File: src/rtl/rgba_unp_pkg.sv
package rgba_unp_pkg;

  // Field and counter widths
  localparam int unsigned CHAN_W   = 8;
  localparam int unsigned NUM_CH   = 3;
  localparam int unsigned NUM_CELLS = CHAN_W;   // one quotient bit per divider cell
  localparam int unsigned DIM_W    = 13;
  localparam int unsigned PITCH_W  = 14;
  localparam int unsigned COL_W    = 13;
  localparam int unsigned ROW_W    = 12;
  localparam int unsigned ADDR_W   = 4;
  localparam int unsigned DATA_W   = 32;

  // Clamp limits for the configured geometry
  localparam int unsigned MAX_WIDTH   = 4096;
  localparam int unsigned MAX_HEIGHT  = 4096;
  localparam int unsigned PITCH_LIMIT = 8192;

  localparam int unsigned CHAN_MAX = (1 << CHAN_W) - 1;

  typedef logic [CHAN_W-1:0]  chan_t;
  typedef logic [DIM_W-1:0]   dim_t;
  typedef logic [PITCH_W-1:0] pitch_t;
  typedef logic [COL_W-1:0]   col_t;
  typedef logic [ROW_W-1:0]   row_t;

  // Configuration register indexes (byte address 4*index)
  typedef enum logic [1:0] {
    REG_WIDTH   = 2'd0,
    REG_HEIGHT  = 2'd1,
    REG_PITCH   = 2'd2,
    REG_PREMULT = 2'd3
  } reg_idx_e;

  typedef struct packed {
    dim_t   image_width;
    dim_t   image_height;
    pitch_t row_pitch_words;
    logic   source_premultiplied;
  } cfg_t;

  // One colour channel in flight through the divider chain
  typedef struct packed {
    chan_t rem;      // partial remainder, below alpha unless fix is set
    chan_t dq;       // dividend bits still to come, quotient bits shifted in
    logic  fix;      // result does not come from the division
    chan_t fix_val;  // result when fix is set
  } chan_st_t;

  typedef struct packed {
    chan_st_t [NUM_CH-1:0] ch;
    chan_t                 alpha;
    logic                  row_end;
    logic                  image_end;
  } pix_t;

endpackage

File: src/rtl/rgba_unp_front.sv
module rgba_unp_front (
  input  logic                clk_i,
  input  logic                rst_ni,
  input  rgba_unp_pkg::cfg_t  cfg_i,
  input  logic                in_valid_i,
  output logic                in_ready_o,
  input  rgba_unp_pkg::chan_t in_red_i,
  input  rgba_unp_pkg::chan_t in_green_i,
  input  rgba_unp_pkg::chan_t in_blue_i,
  input  rgba_unp_pkg::chan_t in_alpha_i,
  output logic                valid_o,
  output rgba_unp_pkg::pix_t  pix_o,
  input  logic                ready_i
);

  rgba_unp_pkg::col_t   col_q, col_d;
  rgba_unp_pkg::row_t   row_q, row_d;
  logic                 valid_q, valid_d;
  rgba_unp_pkg::pix_t   pix_q, pix_d;

  rgba_unp_pkg::dim_t   w_eff, h_eff;
  rgba_unp_pkg::pitch_t p_wide, p_eff;
  rgba_unp_pkg::pitch_t col_next;
  rgba_unp_pkg::dim_t   row_next;
  logic                 in_fire, is_pixel, last_col, last_row;
  rgba_unp_pkg::chan_t  colour [rgba_unp_pkg::NUM_CH];

  // Clamp the configured geometry
  always_comb begin
    if (cfg_i.image_width == '0) begin
      w_eff = rgba_unp_pkg::dim_t'(1);
    end else if (cfg_i.image_width > rgba_unp_pkg::dim_t'(rgba_unp_pkg::MAX_WIDTH)) begin
      w_eff = rgba_unp_pkg::dim_t'(rgba_unp_pkg::MAX_WIDTH);
    end else begin
      w_eff = cfg_i.image_width;
    end
    if (cfg_i.image_height == '0) begin
      h_eff = rgba_unp_pkg::dim_t'(1);
    end else if (cfg_i.image_height > rgba_unp_pkg::dim_t'(rgba_unp_pkg::MAX_HEIGHT)) begin
      h_eff = rgba_unp_pkg::dim_t'(rgba_unp_pkg::MAX_HEIGHT);
    end else begin
      h_eff = cfg_i.image_height;
    end
    p_wide = (cfg_i.row_pitch_words < {1'b0, w_eff}) ? {1'b0, w_eff} : cfg_i.row_pitch_words;
    p_eff  = (p_wide > rgba_unp_pkg::pitch_t'(rgba_unp_pkg::PITCH_LIMIT))
           ? rgba_unp_pkg::pitch_t'(rgba_unp_pkg::PITCH_LIMIT) : p_wide;
  end

  // Position of the current word in the row and image
  assign col_next = {1'b0, col_q} + rgba_unp_pkg::pitch_t'(1);
  assign row_next = {1'b0, row_q} + rgba_unp_pkg::dim_t'(1);
  assign is_pixel = (col_q < w_eff);
  assign last_col = (col_next == {1'b0, w_eff});
  assign last_row = (row_next >= h_eff);

  assign in_ready_o = !valid_q || ready_i;
  assign in_fire    = in_valid_i && in_ready_o;

  // Advance the counters on every accepted word, padding included
  always_comb begin
    col_d = col_q;
    row_d = row_q;
    if (in_fire) begin
      if (col_next >= p_eff) begin
        col_d = '0;
        row_d = last_row ? '0 : row_next[rgba_unp_pkg::ROW_W-1:0];
      end else begin
        col_d = col_next[rgba_unp_pkg::COL_W-1:0];
      end
    end
  end

  assign colour[0] = in_red_i;
  assign colour[1] = in_green_i;
  assign colour[2] = in_blue_i;

  // Set up each channel: special alphas and overflow resolve here, the rest divides
  always_comb begin
    logic [2*rgba_unp_pkg::CHAN_W-1:0] scaled;
    logic [2*rgba_unp_pkg::CHAN_W-1:0] dividend;
    pix_d           = pix_q;
    pix_d.alpha     = in_alpha_i;
    pix_d.row_end   = last_col;
    pix_d.image_end = last_col && last_row;
    for (int i = 0; i < rgba_unp_pkg::NUM_CH; i++) begin
      scaled   = {colour[i], rgba_unp_pkg::chan_t'(0)} - {rgba_unp_pkg::chan_t'(0), colour[i]};
      dividend = scaled + {rgba_unp_pkg::chan_t'(0), 1'b0, in_alpha_i[rgba_unp_pkg::CHAN_W-1:1]};
      pix_d.ch[i].rem = dividend[2*rgba_unp_pkg::CHAN_W-1:rgba_unp_pkg::CHAN_W];
      pix_d.ch[i].dq  = dividend[rgba_unp_pkg::CHAN_W-1:0];
      if (!cfg_i.source_premultiplied
          || in_alpha_i == rgba_unp_pkg::chan_t'(rgba_unp_pkg::CHAN_MAX)) begin
        pix_d.ch[i].fix     = 1'b1;
        pix_d.ch[i].fix_val = colour[i];
      end else if (in_alpha_i == '0) begin
        pix_d.ch[i].fix     = 1'b1;
        pix_d.ch[i].fix_val = '0;
      end else if (dividend[2*rgba_unp_pkg::CHAN_W-1:rgba_unp_pkg::CHAN_W] >= in_alpha_i) begin
        // quotient would reach 256: saturate
        pix_d.ch[i].fix     = 1'b1;
        pix_d.ch[i].fix_val = rgba_unp_pkg::chan_t'(rgba_unp_pkg::CHAN_MAX);
      end else begin
        pix_d.ch[i].fix     = 1'b0;
        pix_d.ch[i].fix_val = '0;
      end
    end
  end

  // Drop padding words, pass pixels on
  always_comb begin
    valid_d = valid_q;
    if (in_ready_o) begin
      valid_d = in_fire && is_pixel;
    end
  end

  always_ff @(posedge clk_i or negedge rst_ni) begin
    if (!rst_ni) begin
      col_q   <= '0;
      row_q   <= '0;
      valid_q <= 1'b0;
    end else begin
      col_q   <= col_d;
      row_q   <= row_d;
      valid_q <= valid_d;
    end
  end

  always_ff @(posedge clk_i) begin
    if (in_fire && is_pixel) begin
      pix_q <= pix_d;
    end
  end

  assign valid_o = valid_q;
  assign pix_o   = pix_q;

endmodule

File: src/rtl/rgba_unp_cell.sv
module rgba_unp_cell (
  input  logic               clk_i,
  input  logic               rst_ni,
  input  logic               valid_i,
  input  rgba_unp_pkg::pix_t pix_i,
  output logic               ready_o,
  output logic               valid_o,
  output rgba_unp_pkg::pix_t pix_o,
  input  logic               ready_i
);

  logic               valid_q, valid_d;
  rgba_unp_pkg::pix_t pix_q, pix_d;
  logic               load;

  assign ready_o = !valid_q || ready_i;
  assign load    = valid_i && ready_o;

  // One restoring-division step per channel: bring down a dividend bit, try alpha
  always_comb begin
    logic [rgba_unp_pkg::CHAN_W:0] trial;
    logic                          ge;
    pix_d = pix_i;
    for (int i = 0; i < rgba_unp_pkg::NUM_CH; i++) begin
      trial = {pix_i.ch[i].rem, pix_i.ch[i].dq[rgba_unp_pkg::CHAN_W-1]};
      ge    = (trial >= {1'b0, pix_i.alpha});
      if (ge) begin
        trial = trial - {1'b0, pix_i.alpha};
      end
      pix_d.ch[i].rem = trial[rgba_unp_pkg::CHAN_W-1:0];
      pix_d.ch[i].dq  = {pix_i.ch[i].dq[rgba_unp_pkg::CHAN_W-2:0], ge};
    end
  end

  // Hold while downstream stalls, take a new transaction when free
  always_comb begin
    valid_d = valid_q;
    if (ready_o) begin
      valid_d = valid_i;
    end
  end

  always_ff @(posedge clk_i or negedge rst_ni) begin
    if (!rst_ni) begin
      valid_q <= 1'b0;
    end else begin
      valid_q <= valid_d;
    end
  end

  always_ff @(posedge clk_i) begin
    if (load) begin
      pix_q <= pix_d;
    end
  end

  assign valid_o = valid_q;
  assign pix_o   = pix_q;

  a_hold_on_stall: assert property (@(posedge clk_i) disable iff (!rst_ni)
    (valid_q && !ready_i) |=> (valid_q && $stable(pix_q)))
    else $error("cell lost or changed a stalled transaction");

  a_take_on_load: assert property (@(posedge clk_i) disable iff (!rst_ni)
    load |=> valid_q)
    else $error("cell dropped an accepted transaction");

endmodule

File: src/rtl/rgba_alpha_unpremultiply_rows_core.sv
// Alpha unpremultiply of an RGBA8888 stream laid out in rows. Source words
// are taken one per clock while in_ready_o is high; the first image_width
// words of each row_pitch_words-long row are pixels, the rest are padding
// and are consumed without a result. Pixels give one result each, one per
// clock sustained while the output is not stalled, through an entry
// register, a chain of eight divider cells that each produce one quotient
// bit for all three colour channels, and an output register. Each stage
// stalls only when the stage after it is full, so a stalled output does not
// block input until the chain fills. row_end and image_end flag the last
// pixel of a row and of the image. Registers (APB, byte address 4*index):
// image_width, image_height, row_pitch_words, source_premultiplied; write
// them only while the block is idle.
module rgba_alpha_unpremultiply_rows_core (
  input  logic                                    clk_i,
  input  logic                                    rst_ni,
  // configuration port
  input  logic                                    psel,
  input  logic                                    penable,
  input  logic                                    pwrite,
  input  logic [rgba_unp_pkg::ADDR_W-1:0]         paddr,
  input  logic [rgba_unp_pkg::DATA_W-1:0]         pwdata,
  output logic [rgba_unp_pkg::DATA_W-1:0]         prdata,
  output logic                                    pready,
  // input pixels
  input  logic                                    in_valid_i,
  output logic                                    in_ready_o,
  input  logic [7:0]                              in_red_i,
  input  logic [7:0]                              in_green_i,
  input  logic [7:0]                              in_blue_i,
  input  logic [7:0]                              in_alpha_i,
  // output pixels
  output logic                                    out_valid_o,
  input  logic                                    out_ready_i,
  output logic [7:0]                              out_red_o,
  output logic [7:0]                              out_green_o,
  output logic [7:0]                              out_blue_o,
  output logic [7:0]                              out_alpha_o,
  output logic                                    row_end_o,
  output logic                                    image_end_o
);

  rgba_unp_pkg::cfg_t     cfg_q;
  rgba_unp_pkg::reg_idx_e reg_idx;
  logic                   cfg_wr;

  logic                   chain_valid [rgba_unp_pkg::NUM_CELLS+1];
  logic                   chain_ready [rgba_unp_pkg::NUM_CELLS+1];
  rgba_unp_pkg::pix_t     chain_pix   [rgba_unp_pkg::NUM_CELLS+1];

  logic                   out_valid_q, out_valid_d;
  rgba_unp_pkg::chan_t    out_ch_q [rgba_unp_pkg::NUM_CH];
  rgba_unp_pkg::chan_t    out_alpha_q;
  logic                   out_row_end_q, out_image_end_q;
  logic                   out_load;

  // Register file
  assign pready  = 1'b1;
  assign reg_idx = rgba_unp_pkg::reg_idx_e'(paddr[rgba_unp_pkg::ADDR_W-1:2]);
  assign cfg_wr  = psel && penable && pwrite;

  always_ff @(posedge clk_i or negedge rst_ni) begin
    if (!rst_ni) begin
      cfg_q.image_width          <= rgba_unp_pkg::dim_t'(1);
      cfg_q.image_height         <= rgba_unp_pkg::dim_t'(1);
      cfg_q.row_pitch_words      <= rgba_unp_pkg::pitch_t'(1);
      cfg_q.source_premultiplied <= 1'b0;
    end else if (cfg_wr) begin
      unique case (reg_idx)
        rgba_unp_pkg::REG_WIDTH: begin
          cfg_q.image_width <= pwdata[rgba_unp_pkg::DIM_W-1:0];
        end
        rgba_unp_pkg::REG_HEIGHT: begin
          cfg_q.image_height <= pwdata[rgba_unp_pkg::DIM_W-1:0];
        end
        rgba_unp_pkg::REG_PITCH: begin
          cfg_q.row_pitch_words <= pwdata[rgba_unp_pkg::PITCH_W-1:0];
        end
        rgba_unp_pkg::REG_PREMULT: begin
          cfg_q.source_premultiplied <= pwdata[0];
        end
        default: begin
        end
      endcase
    end
  end

  // Read back
  always_comb begin
    prdata = '0;
    unique case (reg_idx)
      rgba_unp_pkg::REG_WIDTH: begin
        prdata = rgba_unp_pkg::DATA_W'(cfg_q.image_width);
      end
      rgba_unp_pkg::REG_HEIGHT: begin
        prdata = rgba_unp_pkg::DATA_W'(cfg_q.image_height);
      end
      rgba_unp_pkg::REG_PITCH: begin
        prdata = rgba_unp_pkg::DATA_W'(cfg_q.row_pitch_words);
      end
      rgba_unp_pkg::REG_PREMULT: begin
        prdata = rgba_unp_pkg::DATA_W'(cfg_q.source_premultiplied);
      end
      default: begin
        prdata = '0;
      end
    endcase
  end

  // Counters and channel setup
  rgba_unp_front u_front (
    .clk_i      (clk_i),
    .rst_ni     (rst_ni),
    .cfg_i      (cfg_q),
    .in_valid_i (in_valid_i),
    .in_ready_o (in_ready_o),
    .in_red_i   (in_red_i),
    .in_green_i (in_green_i),
    .in_blue_i  (in_blue_i),
    .in_alpha_i (in_alpha_i),
    .valid_o    (chain_valid[0]),
    .pix_o      (chain_pix[0]),
    .ready_i    (chain_ready[0])
  );

  // Divider chain, one quotient bit per cell
  for (genvar k = 0; k < rgba_unp_pkg::NUM_CELLS; k++) begin : g_cell
    rgba_unp_cell u_cell (
      .clk_i   (clk_i),
      .rst_ni  (rst_ni),
      .valid_i (chain_valid[k]),
      .pix_i   (chain_pix[k]),
      .ready_o (chain_ready[k]),
      .valid_o (chain_valid[k+1]),
      .pix_o   (chain_pix[k+1]),
      .ready_i (chain_ready[k+1])
    );
  end

  // Output register: pick quotient or fixed value
  assign chain_ready[rgba_unp_pkg::NUM_CELLS] = !out_valid_q || out_ready_i;
  assign out_load = chain_valid[rgba_unp_pkg::NUM_CELLS] && chain_ready[rgba_unp_pkg::NUM_CELLS];

  always_comb begin
    out_valid_d = out_valid_q;
    if (chain_ready[rgba_unp_pkg::NUM_CELLS]) begin
      out_valid_d = chain_valid[rgba_unp_pkg::NUM_CELLS];
    end
  end

  always_ff @(posedge clk_i or negedge rst_ni) begin
    if (!rst_ni) begin
      out_valid_q <= 1'b0;
    end else begin
      out_valid_q <= out_valid_d;
    end
  end

  always_ff @(posedge clk_i) begin
    if (out_load) begin
      for (int i = 0; i < rgba_unp_pkg::NUM_CH; i++) begin
        out_ch_q[i] <= chain_pix[rgba_unp_pkg::NUM_CELLS].ch[i].fix
                     ? chain_pix[rgba_unp_pkg::NUM_CELLS].ch[i].fix_val
                     : chain_pix[rgba_unp_pkg::NUM_CELLS].ch[i].dq;
      end
      out_alpha_q     <= chain_pix[rgba_unp_pkg::NUM_CELLS].alpha;
      out_row_end_q   <= chain_pix[rgba_unp_pkg::NUM_CELLS].row_end;
      out_image_end_q <= chain_pix[rgba_unp_pkg::NUM_CELLS].image_end;
    end
  end

  assign out_valid_o = out_valid_q;
  assign out_red_o   = out_ch_q[0];
  assign out_green_o = out_ch_q[1];
  assign out_blue_o  = out_ch_q[2];
  assign out_alpha_o = out_alpha_q;
  assign row_end_o   = out_row_end_q;
  assign image_end_o = out_image_end_q;

  a_image_end_ends_row: assert property (@(posedge clk_i) disable iff (!rst_ni)
    (out_valid_o && image_end_o) |-> row_end_o)
    else $error("image end flagged on a pixel that does not end a row");

endmodule
File: config.mk
export PLATFORM = sky130hd
export DESIGN_NAME = rgba_alpha_unpremultiply_rows_core
export DESIGN_NICKNAME = d
export VERILOG_FILES = /design/src/rtl/rgba_unp_pkg.sv /design/src/rtl/rgba_unp_front.sv /design/src/rtl/rgba_unp_cell.sv /design/src/rtl/rgba_alpha_unpremultiply_rows_core.sv
export SDC_FILE = /design/constraint.sdc
export NUM_CORES = 1
export LEC_CHECK = 0
export ABC_AREA = 1
export BUFFER_PORTS_ARGS = -buffer_cell sky130_fd_sc_hd__buf_2
export CAP_MARGIN = 20
export CORE_MARGIN = 10
export CORE_UTILIZATION = 30
export CTS_BUF_LIST = sky130_fd_sc_hd__clkbuf_4
export CTS_CLUSTER_DIAMETER = 60
export DETAILED_ROUTE_END_ITERATION = 8
export SLEW_MARGIN = 20
export SYNTH_ARGS = -nofsm -noshare
export SYNTH_HDL_FRONTEND = slang
export SYNTH_SLANG_ARGS = --single-unit
File: constraint.sdc
create_clock -name clk_i -period 11.5 [get_ports clk_i]
set_input_delay 1.15 -clock clk_i [delete_from_list [all_inputs] [get_ports clk_i]]
set_output_delay 1.15 -clock clk_i [all_outputs]
set_load 0.01 [all_outputs]
After elaboration in Yosys (flattened, before gate mapping) --
Memories as Yosys holds them, arrays and structs flattened. Index checks and enable logic that the tools add are counted. W data, S select, Z words.
Cells by class: divide/modulo/power cells 0, equal/unequal tests 5, shift-type cells 0, mux-type cells 44, bitwise gates (word level) 0, reduce and logical (&&, ||, !) cells 46, order comparisons 34, multipliers 0, add/sub/neg operators 29
Operators with widths (count):
- $mux W8 | 30
- $ge A9 B8 Y1 | 24
- $sub A8 B8 Y8 | 21
- $pmux W32 S4 | 1
- $mux W13 | 5
- $add A16 B7 Y16 | 3
- $sub A16 B8 Y16 | 3
- $mux W14 | 2
- $mux W9 | 3
- $gt A13 B13 Y1 const B | 2
- $logic_not A13 Y1 | 2
- $ge A8 B8 Y1 | 3
- $add A13 B1 Y14 const B | 1
- $eq A14 B13 Y1 | 1
- $ge A14 B14 Y1 | 1
- $gt A14 B14 Y1 const B | 1
- $logic_and A1 B1 Y1 | 14
- $lt A14 B13 Y1 | 1
- $add A12 B1 Y13 const B | 1
- $ge A13 B13 Y1 | 1
- $lt A13 B13 Y1 | 1
- $mux W12 | 1
- $logic_not A1 Y1 | 11
- $logic_or A1 B1 Y1 | 11
- other kinds (8) | 14
Word-level totals: output and inout port bits 69, memory bits (writable) 24, memory bits (read-only) 0, bits in registers 827, memories 1, bits in latches 0
Memories:
- out_ch_q | depth 3, width 8, rd ports 3, clocked after memory_dff 0, wr ports 3, RTL line rgba_alpha_unpremultiply_rows_core.sv:51 | rgba_unp_pkg::chan_t out_ch_q [rgba_unp_pkg::NUM_CH];

Logic depth before layout (Yosys ltp) --
Gate-level depths: netlist of the first run.
word-level depth 13, depth in mapped cells 41

Hierarchy --
A second synthesis of the first run with hierarchy kept.
Unflattened totals: cells, all modules 4514, area, all modules 45806.4 µm²
Modules (own cells, without submodules):
- rgba_unp_cell at g_cell[1].u_cell ... | area an instance 4342.9 µm², sequential area each 2577.5 µm², times used 5, cells an instance 404
- rgba_unp_cell at g_cell[0].u_cell ... | area an instance 4257.8 µm², sequential area each 2577.5 µm², times used 2, cells an instance 404
- rgba_unp_front | area an instance 7878.8 µm², sequential area each 3203.1 µm², times used 1, cells an instance 897
- rgba_unp_cell at g_cell[5].u_cell | area an instance 4270.3 µm², sequential area each 2577.5 µm², times used 1, cells an instance 405
- rgba_alpha_unpremultiply_rows_core | area an instance 3427.0 µm², sequential area each 2075.7 µm², times used 1, cells an instance 384

Worst setup path before layout of the first run --
Ideal clock, no wire load.
path type input to register, start input out_ready_i, end register g_cell[1].u_cell.pix_q (netlist bit g_cell[1].u_cell.pix_o[0]) (enable), data arrival time 5722 ps, cell stages on the path 10, library setup time 557 ps, setup slack 5221 ps, path through nor2_1 -> inv_2 -> nor2_2 -> inv_2 -> nor2_2 -> nand2_2 -> nor2_4 -> nand2_2 -> nor2_2 -> a21oi_1
On the way: word-level cells in the longest chain between the ends 9
RTL lines:
- from (decl) | RTL line rgba_alpha_unpremultiply_rows_core.sv:33 | input logic out_ready_i,
- $logic_or A1 B1 Y1 | RTL line rgba_alpha_unpremultiply_rows_core.sv:140 | assign chain_ready[rgba_unp_pkg::NUM_CELLS] = !out_valid_q || out_ready_i;
- $logic_or A1 B1 Y1 (7 in series) | RTL line rgba_unp_cell.sv:16 | assign ready_o = !valid_q || ready_i;
- $logic_and A1 B1 Y1 | RTL line rgba_unp_cell.sv:17 | assign load = valid_i && ready_o;
- named net g_cell[1].u_cell.load | RTL line rgba_unp_cell.sv:14 | logic load;
- to (signal assigned) | RTL line rgba_unp_cell.sv:53 | pix_q <= pix_d;
- to (decl) | RTL line rgba_unp_cell.sv:13 | rgba_unp_pkg::pix_t pix_q, pix_d;
The timed path passes the listed nets, and every way through them passes these cells. A chain may end at the register's enable or synchronous reset.

Worst setup path in the final report of the first run --
start register cfg_q[32] (netlist name), end register u_front.row_q[7]
On the way: word-level cells in the longest chain between the ends 9, elaborated cells between the ends (all ways) 10, classes of those cells order compare: 4; mux: 4; reduce/logical: 2
RTL lines:
- from (decl) | RTL line rgba_alpha_unpremultiply_rows_core.sv:42 | rgba_unp_pkg::cfg_t cfg_q;
- $gt A13 B13 Y1 | RTL line rgba_unp_front.sv:32 | end else if (cfg_i.image_width > rgba_unp_pkg::dim_t'(rgba_unp_pkg::MAX_WIDTH)) begin
- $mux W13 | RTL line rgba_unp_front.sv:32
- $mux W13 * | RTL line rgba_unp_front.sv:30 | if (cfg_i.image_width == '0) begin
- $lt A14 B13 Y1 | RTL line rgba_unp_front.sv:44 | p_wide = (cfg_i.row_pitch_words < {1'b0, w_eff}) ? {1'b0, w_eff} : cfg_i.row_pitch_words;
- $mux W14 * | RTL line rgba_unp_front.sv:44
- $gt A14 B14 Y1 | RTL line rgba_unp_front.sv:45 | p_eff = (p_wide > rgba_unp_pkg::pitch_t'(rgba_unp_pkg::PITCH_LIMIT))
- $mux W14 * | RTL line rgba_unp_front.sv:46 | ? rgba_unp_pkg::pitch_t'(rgba_unp_pkg::PITCH_LIMIT) : p_wide;
- $ge A14 B14 Y1 * | RTL line rgba_unp_front.sv:64 | if (col_next >= p_eff) begin
- $reduce_and A2 Y1 (no line) *
- to (signal assigned) | RTL line rgba_unp_front.sv:123 | row_q <= row_d;
- to (decl) | RTL line rgba_unp_front.sv:17 | rgba_unp_pkg::row_t row_q, row_d;
Every way passes the cells marked *; elsewhere a longest branch is shown, timed or not.

==> results.toml, run 1 <==
[status]
status = "completed"

[clocking]
clockRootBuffer = "clkbuf_4"
cts_hold_buf = 0
post_cts_buffers = 0
clkSinkCount = 851
cts_resized = 0
htree_num_levels = 4
cts_buffer_depth = 3
worstSkewPairLatency_ns = 1.09
tritoncts = "yes"
clkTransAtPathRegs_ns = 0.06
numCtsBuffers = 208

[sta]
worst_slew_pin_slew_ns = 1.050
grt_setup_unrepaired = "no"
hold_violations = 0
fin_crit_sh_pct = 54.57
finalSetupTns_ns = 0
skew_ns = 0.06957
period_minus_slack_ns = 6.276
max_freq_mhz = 159.3
finalMaxSlewViolations = 0
relSlewSlack_pct = 29.75
setup_violations = 0
whs_ns = 0.1243

[detailed_routing]
drtIter0Drc = 1356
vias = 23970
routed_wl_mm = 83.04
ant_nets = 0
wl_per_cell_um = 15.32
drc = 0
vias_per_cell = 4.422
dr.pass1.iters = 7

[final_layout]
drive_gt1_share_pct = 14.20
area.growth.synth_to_final_pct = 13.43
stdcell_count = 5421
finalNetCount = 3887

[synthesis]
yosysWarnings = 0
ys.flop_type = "edfxtp_1"
ys_ff_latch = 851
ys_seq_area_share_pct = 63.54
synth_area_um2 = 39630
syn_area_per_cell_um2 = 12.34
async_flop_share_pct = 8.931
synth-edff-count = 775
synthCells = 3212
synth_cell_type_count = 58

[floorplan]
io_pins = 144
die_h_um = 383.4
num_rows = 133
die_w_um = 383.4
die_area_um2 = 147000
core_um2 = 131300
initial_core_util_pct = 30.18

[critical_path]
reg2regPathDepth = 35
worstSetupPathType = "register to register"
cp_slowest_cell = "a211oi_2"
r2r-end = "u_front.row_q[7]"
cp_max_fo = 20
crit_path_start_kind = "register"
slowest_delay_ns = 0.63
regToRegSetupSlack_ns = 5.22
end_kind = "register"
r2r-start = "cfg_q[32]"
arrival_ns = 7.26
cp.required_ns = 12.49
cp_common_cell = "nand2_1"

[power]
p_leak_nw = 18.19
ir_worst_vdd_uv = 128.7
power_density_nw_per_um2 = 309.3

[placement]
gp_congestion = 0.8846
dp_cells = 5037
portBuffers = 104
dp_hpwl_mm = 61.37

[run]
max_cap_violations = 0

[global_route]
grt_max_degree = 84
grt_overflow = 0
grt_usage_pct = 11.24
grt_first_pass_wirelength_mm = 131.4
grt_pass1_vias = 24220
antenna_found_initial = 33

[min_path]
hold_class = "input port to async pin"
==> synth_stat cells, types with 3 or more instances <==
| cell | count | area share [%] |
|---|---|---|
| nor4_1 | 12 | 0.19 |
| buf_2 | 20 | 0.25 |
| o21ai_1 | 11 | 0.14 |
| nand3_1 | 53 | 0.67 |
| a211oi_1 | 18 | 0.34 |
| o21ai_2 | 3 | 0.066 |
| buf_4 | 19 | 0.36 |
| a22o_2 | 5 | 0.13 |
| a21o_1 | 17 | 0.32 |
| o22ai_1 | 5 | 0.079 |
| a211o_1 | 3 | 0.066 |
| nand2_2 | 8 | 0.13 |
| nand3b_1 | 14 | 0.27 |
| nor3_1 | 26 | 0.33 |
| ha_1 | 291 | 9.2 |
| nor2_2 | 4 | 0.063 |
| buf_6 | 3 | 0.085 |
| o21a_1 | 3 | 0.057 |
| xnor2_1 | 45 | 0.99 |
| a21oi_1 | 294 | 3.7 |
| inv_1 | 363 | 3.4 |
| clkbuf_1 | 18 | 0.17 |
| or2_2 | 3 | 0.047 |
| dfrtp_1 | 73 | 4.6 |
| o21bai_1 | 16 | 0.30 |
| o21ai_0 | 159 | 2.0 |
| o211ai_2 | 9 | 0.28 |
| or3_1 | 6 | 0.095 |
| fa_1 | 24 | 1.2 |
| xor2_1 | 137 | 3.0 |
| nor2_1 | 309 | 2.9 |
| mux2_2 | 24 | 0.68 |
| edfxtp_1 | 775 | 59 |
| nand4_1 | 39 | 0.62 |
| o31ai_1 | 4 | 0.076 |
| nand2_1 | 360 | 3.4 |
| dfstp_2 | 3 | 0.20 |
| o211ai_1 | 8 | 0.15 |
==> critical path: cells and delay by family (launching register included) <==
family          cells  cell delay (ns)
flops               1             0.45
fa+ha+maj           2             0.66
simple gates       23             3.32
buf+inv             1             0.14
compound gates      9             1.60
==> kinds of logic after synthesis <==
kind of cell	share of synthesized area, %
adders and majority gates	10.40
buffers and inverters	4.436
AOI/OAI and AO/OA	7.976
DFF	63.54
xor gates and xnor gates	4.023
muxes	0.6820
and+or+nand+nor	8.926
other	0.01895
==> sequential cells by signal (all words and copies together), names as in the netlist <==
signal	cells
cfg_q	41
u_front.row_q	12
out_alpha_o	8
u_front.col_q	13
u_front.pix_o	85
g_cell.u_cell.pix_o	656
row_end_o	1
out_valid_o	1
g_cell.u_cell.valid_o	8
out_ch_q	24
image_end_o	1
u_front.valid_o	1
==> cell type report <==
cell class              count  area, um2
fillers                 12900      86350
flip-flops and latches    851      25180
multi-input cells        1948      12810
clock buffers             295       2215
well taps                1755       2196
inverters                 368       1388
repair buffers            120      723.2
clock inverters            65      396.6
diodes                     19      47.55
==> cells in the final DEF (no fill, tap or decap), drive strengths merged, types with 45 or more instances in the layout <==
cell	count
nor2	315
clkinv	61
clkbuf	296
dfrtp	73
edfxtp	775
xnor2	45
xor2	137
o21ai	173
ha	291
inv	371
a21oi	294
nand3	53
nand2	370
buf	119
==> how the worst max path moves through the flow <==
stage | slack (ns) | cells after the start | endpoint | start
finish | 5.22 | 35 | u_front.row_q[7] | cfg_q[32]
detailed placement | 5.34 | 35 | u_front.row_q[10] | cfg_q[39]
CTS | 5.25 | 35 | u_front.row_q[7] | cfg_q[32]
floorplan | 5.22 | 10 | g_cell[1].u_cell.pix_o[0] | out_ready_i
global placement | 5.25 | 35 | u_front.row_q[7] | cfg_q[32]
global route | 4.49 | 35 | u_front.row_q[7] | cfg_q[32]
==> where the power goes <==
part | switching (W) | internal (W) | total (W)
combinational | 0.00336 | 0.00196 | 0.00532
clock | 0.00120 | 0.00122 | 0.00242
sequential | 0.000622 | 0.00554 | 0.00616
==> through the flow <==
| stage | power, W | cell area (um2) | worst slack (ns) | utilization (%) |
|---|---|---|---|---|
| after CTS | 0.01407 | 44790 | 5.248 | 34.11 |
| final | 0.01390 | 44950 | 5.224 | 34.24 |
| after detailed placement | 0.01157 | 42170 | 5.341 | 32.12 |
| after floorplan | 0.01009 | 39690 | 5.221 | - |
| after global placement | 0.01142 | 42170 | 5.245 | 32.12 |
| after global routing | 0.01513 | 44940 | 4.488 | 34.23 |
==> per-layer routing <==
metal,share of wire [%],global-route usage [%],vias up
met4,3.4,5.381,14
met5,0.076,0,-
met2,48,18.80,548
met3,5.8,3.017,196
met1,43,13.37,11170
li1,-,-,12040
Note: power is estimated with default switching activity, not from simulation.
==> inputs of run 2 (changes only) <==
- ABC_AREA: 1 -> 0
- clock period: 11.5 -> 6.2 ns (I/O delays scaled with it)
==> run 2 against run 1 <==
Setup slack got worse by 4.2 ns; die area increased by 3.0%; worst hold slack got worse by 0.022 ns; global-route usage increased by 0.36 points; largest power group unchanged; critical path depth decreased by 17; highest routed layer is now met4; non-clock buffer count increased by 58; synthesized area increased by 3.1%; sequential power increased by 77%; critical endpoint is now u_front.row_q[0].
==> results.toml, run 2 <==
[placement]
portBuffers = 104
dp_hpwl_mm = 64.02
gp_congestion = 0.8611
dp_cells = 4868

[critical_path]
worstSetupPathType = "register to register"
cp_slowest_cell = "or4_1"
cp.required_ns = 7.28
slowest_delay_ns = 0.54
crit_path_start_kind = "register"
path_cells = "inv_1 -> nand2_1 -> ha_1 -> nand3_1 -> or4_1 -> o21ai_0 -> a211oi_4 -> buf_4 -> nor3b_1 -> a21oi_1 -> ha_1 -> nand4_1 -> nor2_1 -> o31a_1 -> o31a_1 -> o21ai_4 -> nor2_1 -> mux2_2"
arrival_ns = 6.29
cp_max_fo = 25
end_kind = "register"

[synthesis]
ys_seq_area_share_pct = 61.60
synthTopCellsByArea = "edfxtp_1 57%, ha_1 8.9%, mux2_2 4.6%, dfrtp_1 4.5%, inv_1 2.1%"
synthCells = 3000
synth_top_area_share_pct = 56.94
synth-edff-count = 775
async_flop_share_pct = 8.931
yosysTopAreaCell = "edfxtp_1"
synth_area_um2 = 40870
ys.flop_type = "edfxtp_1"
synthTopCellsByCount = "775 x edfxtp_1, 291 x ha_1, 227 x inv_1"
yosysWarnings = 0
syn_area_per_cell_um2 = 13.62
ys_ff_latch = 851
yosysMostFrequentCell = "edfxtp_1"
synth_cell_type_count = 76

[final_layout]
register_area_um2 = 25180
fill_cells = 13270
mostFrequentLayoutCells = "775 x edfxtp_1, 303 x clkbuf_4, 291 x ha_1"
fin_util_pct = 34.57
multi_input_area_um2 = 14670
largest_reg_flops = 656
finalNetCount = 3744
final_common_cell = "edfxtp_1"
stdcell_count = 5302
area.growth.synth_to_final_pct = 14.58
drive_gt1_share_pct = 19.40

[power]
p_clk_share_pct = 18.4
netSwitchingPower_w = 0.008700
comb_power_share_pct = 37.6
power_density_nw_per_um2 = 527.8
ir_worst_vdd_uv = 237.2
p_sw_share_pct = 35.20
p_leak_nw = 18.16
seqPwrFrac_pct = 43.9
internal_power_w = 0.01602

[floorplan]
die_w_um = 389.1
core_um2 = 135500
initial_core_util_pct = 30.17
num_rows = 135
die_h_um = 389.1
die_area_um2 = 151400
io_pins = 144

[sta]
period_minus_slack_ns = 5.208
worst_slew_pin_slew_ns = 1.031
relSlewSlack_pct = 31.14
setup_violations = 0
finalMaxSlewViolations = 0
fin_crit_sh_pct = 84.00
whs_ns = 0.1020
skew_ns = 0.1079
finalSetupTns_ns = 0
grt_setup_unrepaired = "no"
max_freq_mhz = 192.0
hold_violations = 0

[clocking]
clkTransAtPathRegs_ns = 0.07
worstSkewPairLatency_ns = 1.15
post_cts_buffers = 0
cts_buffer_depth = 3
numCtsBuffers = 212
clockRootBuffer = "clkbuf_4"
clkSinkCount = 851
htree_num_levels = 4
tritoncts = "yes"

[detailed_routing]
ant_nets = 0
vias_per_cell = 4.557
drc = 0
drtIter0Drc = 1440
wl_per_cell_um = 16.83
routed_wl_mm = 89.22
vias = 24160
dr.pass1.iters = 5

[global_route]
grt_overflow = 0
grt_usage_pct = 11.60
grt_max_degree = 86
grt_pass1_vias = 24470
grt_first_pass_wirelength_mm = 138.0
antenna_found_initial = 3

[run]
max_cap_violations = 0

[min_path]
hold_class = "input port to async pin"

[status]
status = "completed"
==> run 2: routing by layer <==
layer	part of all wire (%)	up-vias	GRT usage [%]
met1	46	11540	14.96
met5	0	-	0
met3	4.0	145	2.402
met4	2.5	0	4.458
li1	-	11970	-
met2	48	506	19.06
==> run 2: logic make-up after synthesis <==
family,after synthesis,synth area share (%)
buf+inv,282,2.847
xor+xnor,127,2.755
mux,224,6.031
fa+ha+maj,315,10.08
other cells,2,0.01838
compound gates,533,8.808
simple gates,666,7.852
flops,851,61.60
==> run 2: final timing paths <==
kind	start	to	slack, ns	cells past startpoint
worst max-delay path	cfg_q[40]	u_front.row_q[0]	0.99	18
worst min-delay path	rst_ni	cfg_q[23]	0.10	2
worst max register to register	cfg_q[40]	u_front.row_q[0]	0.99	18
worst min register to register	g_cell[6].u_cell.pix_o[46]	g_cell[7].u_cell.pix_o[47]	0.34	0
max in group asynchronous	rst_ni	g_cell[7].u_cell.valid_o	5.52	2
min in group clk_i	pwrite	cfg_q[0]	0.13	4
==> run 2: cell type report <==
class	count	share of cell area, %
multi-input combinational	1884	31.33
tap	1781	4.758
antenna	5	0.02672
sequential	851	53.76
inverter	227	1.819
clock inverter	73	0.8229
timing repair buffer	178	2.621
clock buffer	303	4.857
==> run 2: worst max-delay path: cells and delay by family, from the launching register on <==
family | cells | cell delay (ns)
and+or+nand+nor | 7 | 1.84
AOI/OAI and AO/OA | 6 | 1.23
buffers and inverters | 2 | 0.65
adders and majority gates | 2 | 0.65
DFF | 1 | 0.52
muxes | 1 | 0.25
==> run 2: power groups by stage <==
stage          sequential [W]  clock (W)  combinational, W
6_report               0.0109    0.00456           0.00931
5_1_grt                0.0111    0.00506            0.0105
2_1_floorplan          0.0106          0           0.00701
4_1_cts                0.0109    0.00476           0.00942
3_3_place_gp           0.0110          0           0.00920
3_5_place_dp           0.0110          0           0.00931
==> run 2: per-stage QoR <==
step	cell area (um2)	total power [W]	setup slack [ns]
after floorplan	40930	0.01762	0.1546
after global placement	43620	0.02015	0.9989
after detailed placement	43620	0.02031	0.9471
after CTS	46810	0.02507	0.9223
after global routing	46830	0.02664	0.5221
final	46830	0.02472	0.9918
==> run 2: what timing repair did <==
item / in CTS / in global routing
hold endpoints to repair: 190 / 0
hold buffers: 53 / 0
gates resized for setup: 0 / 0
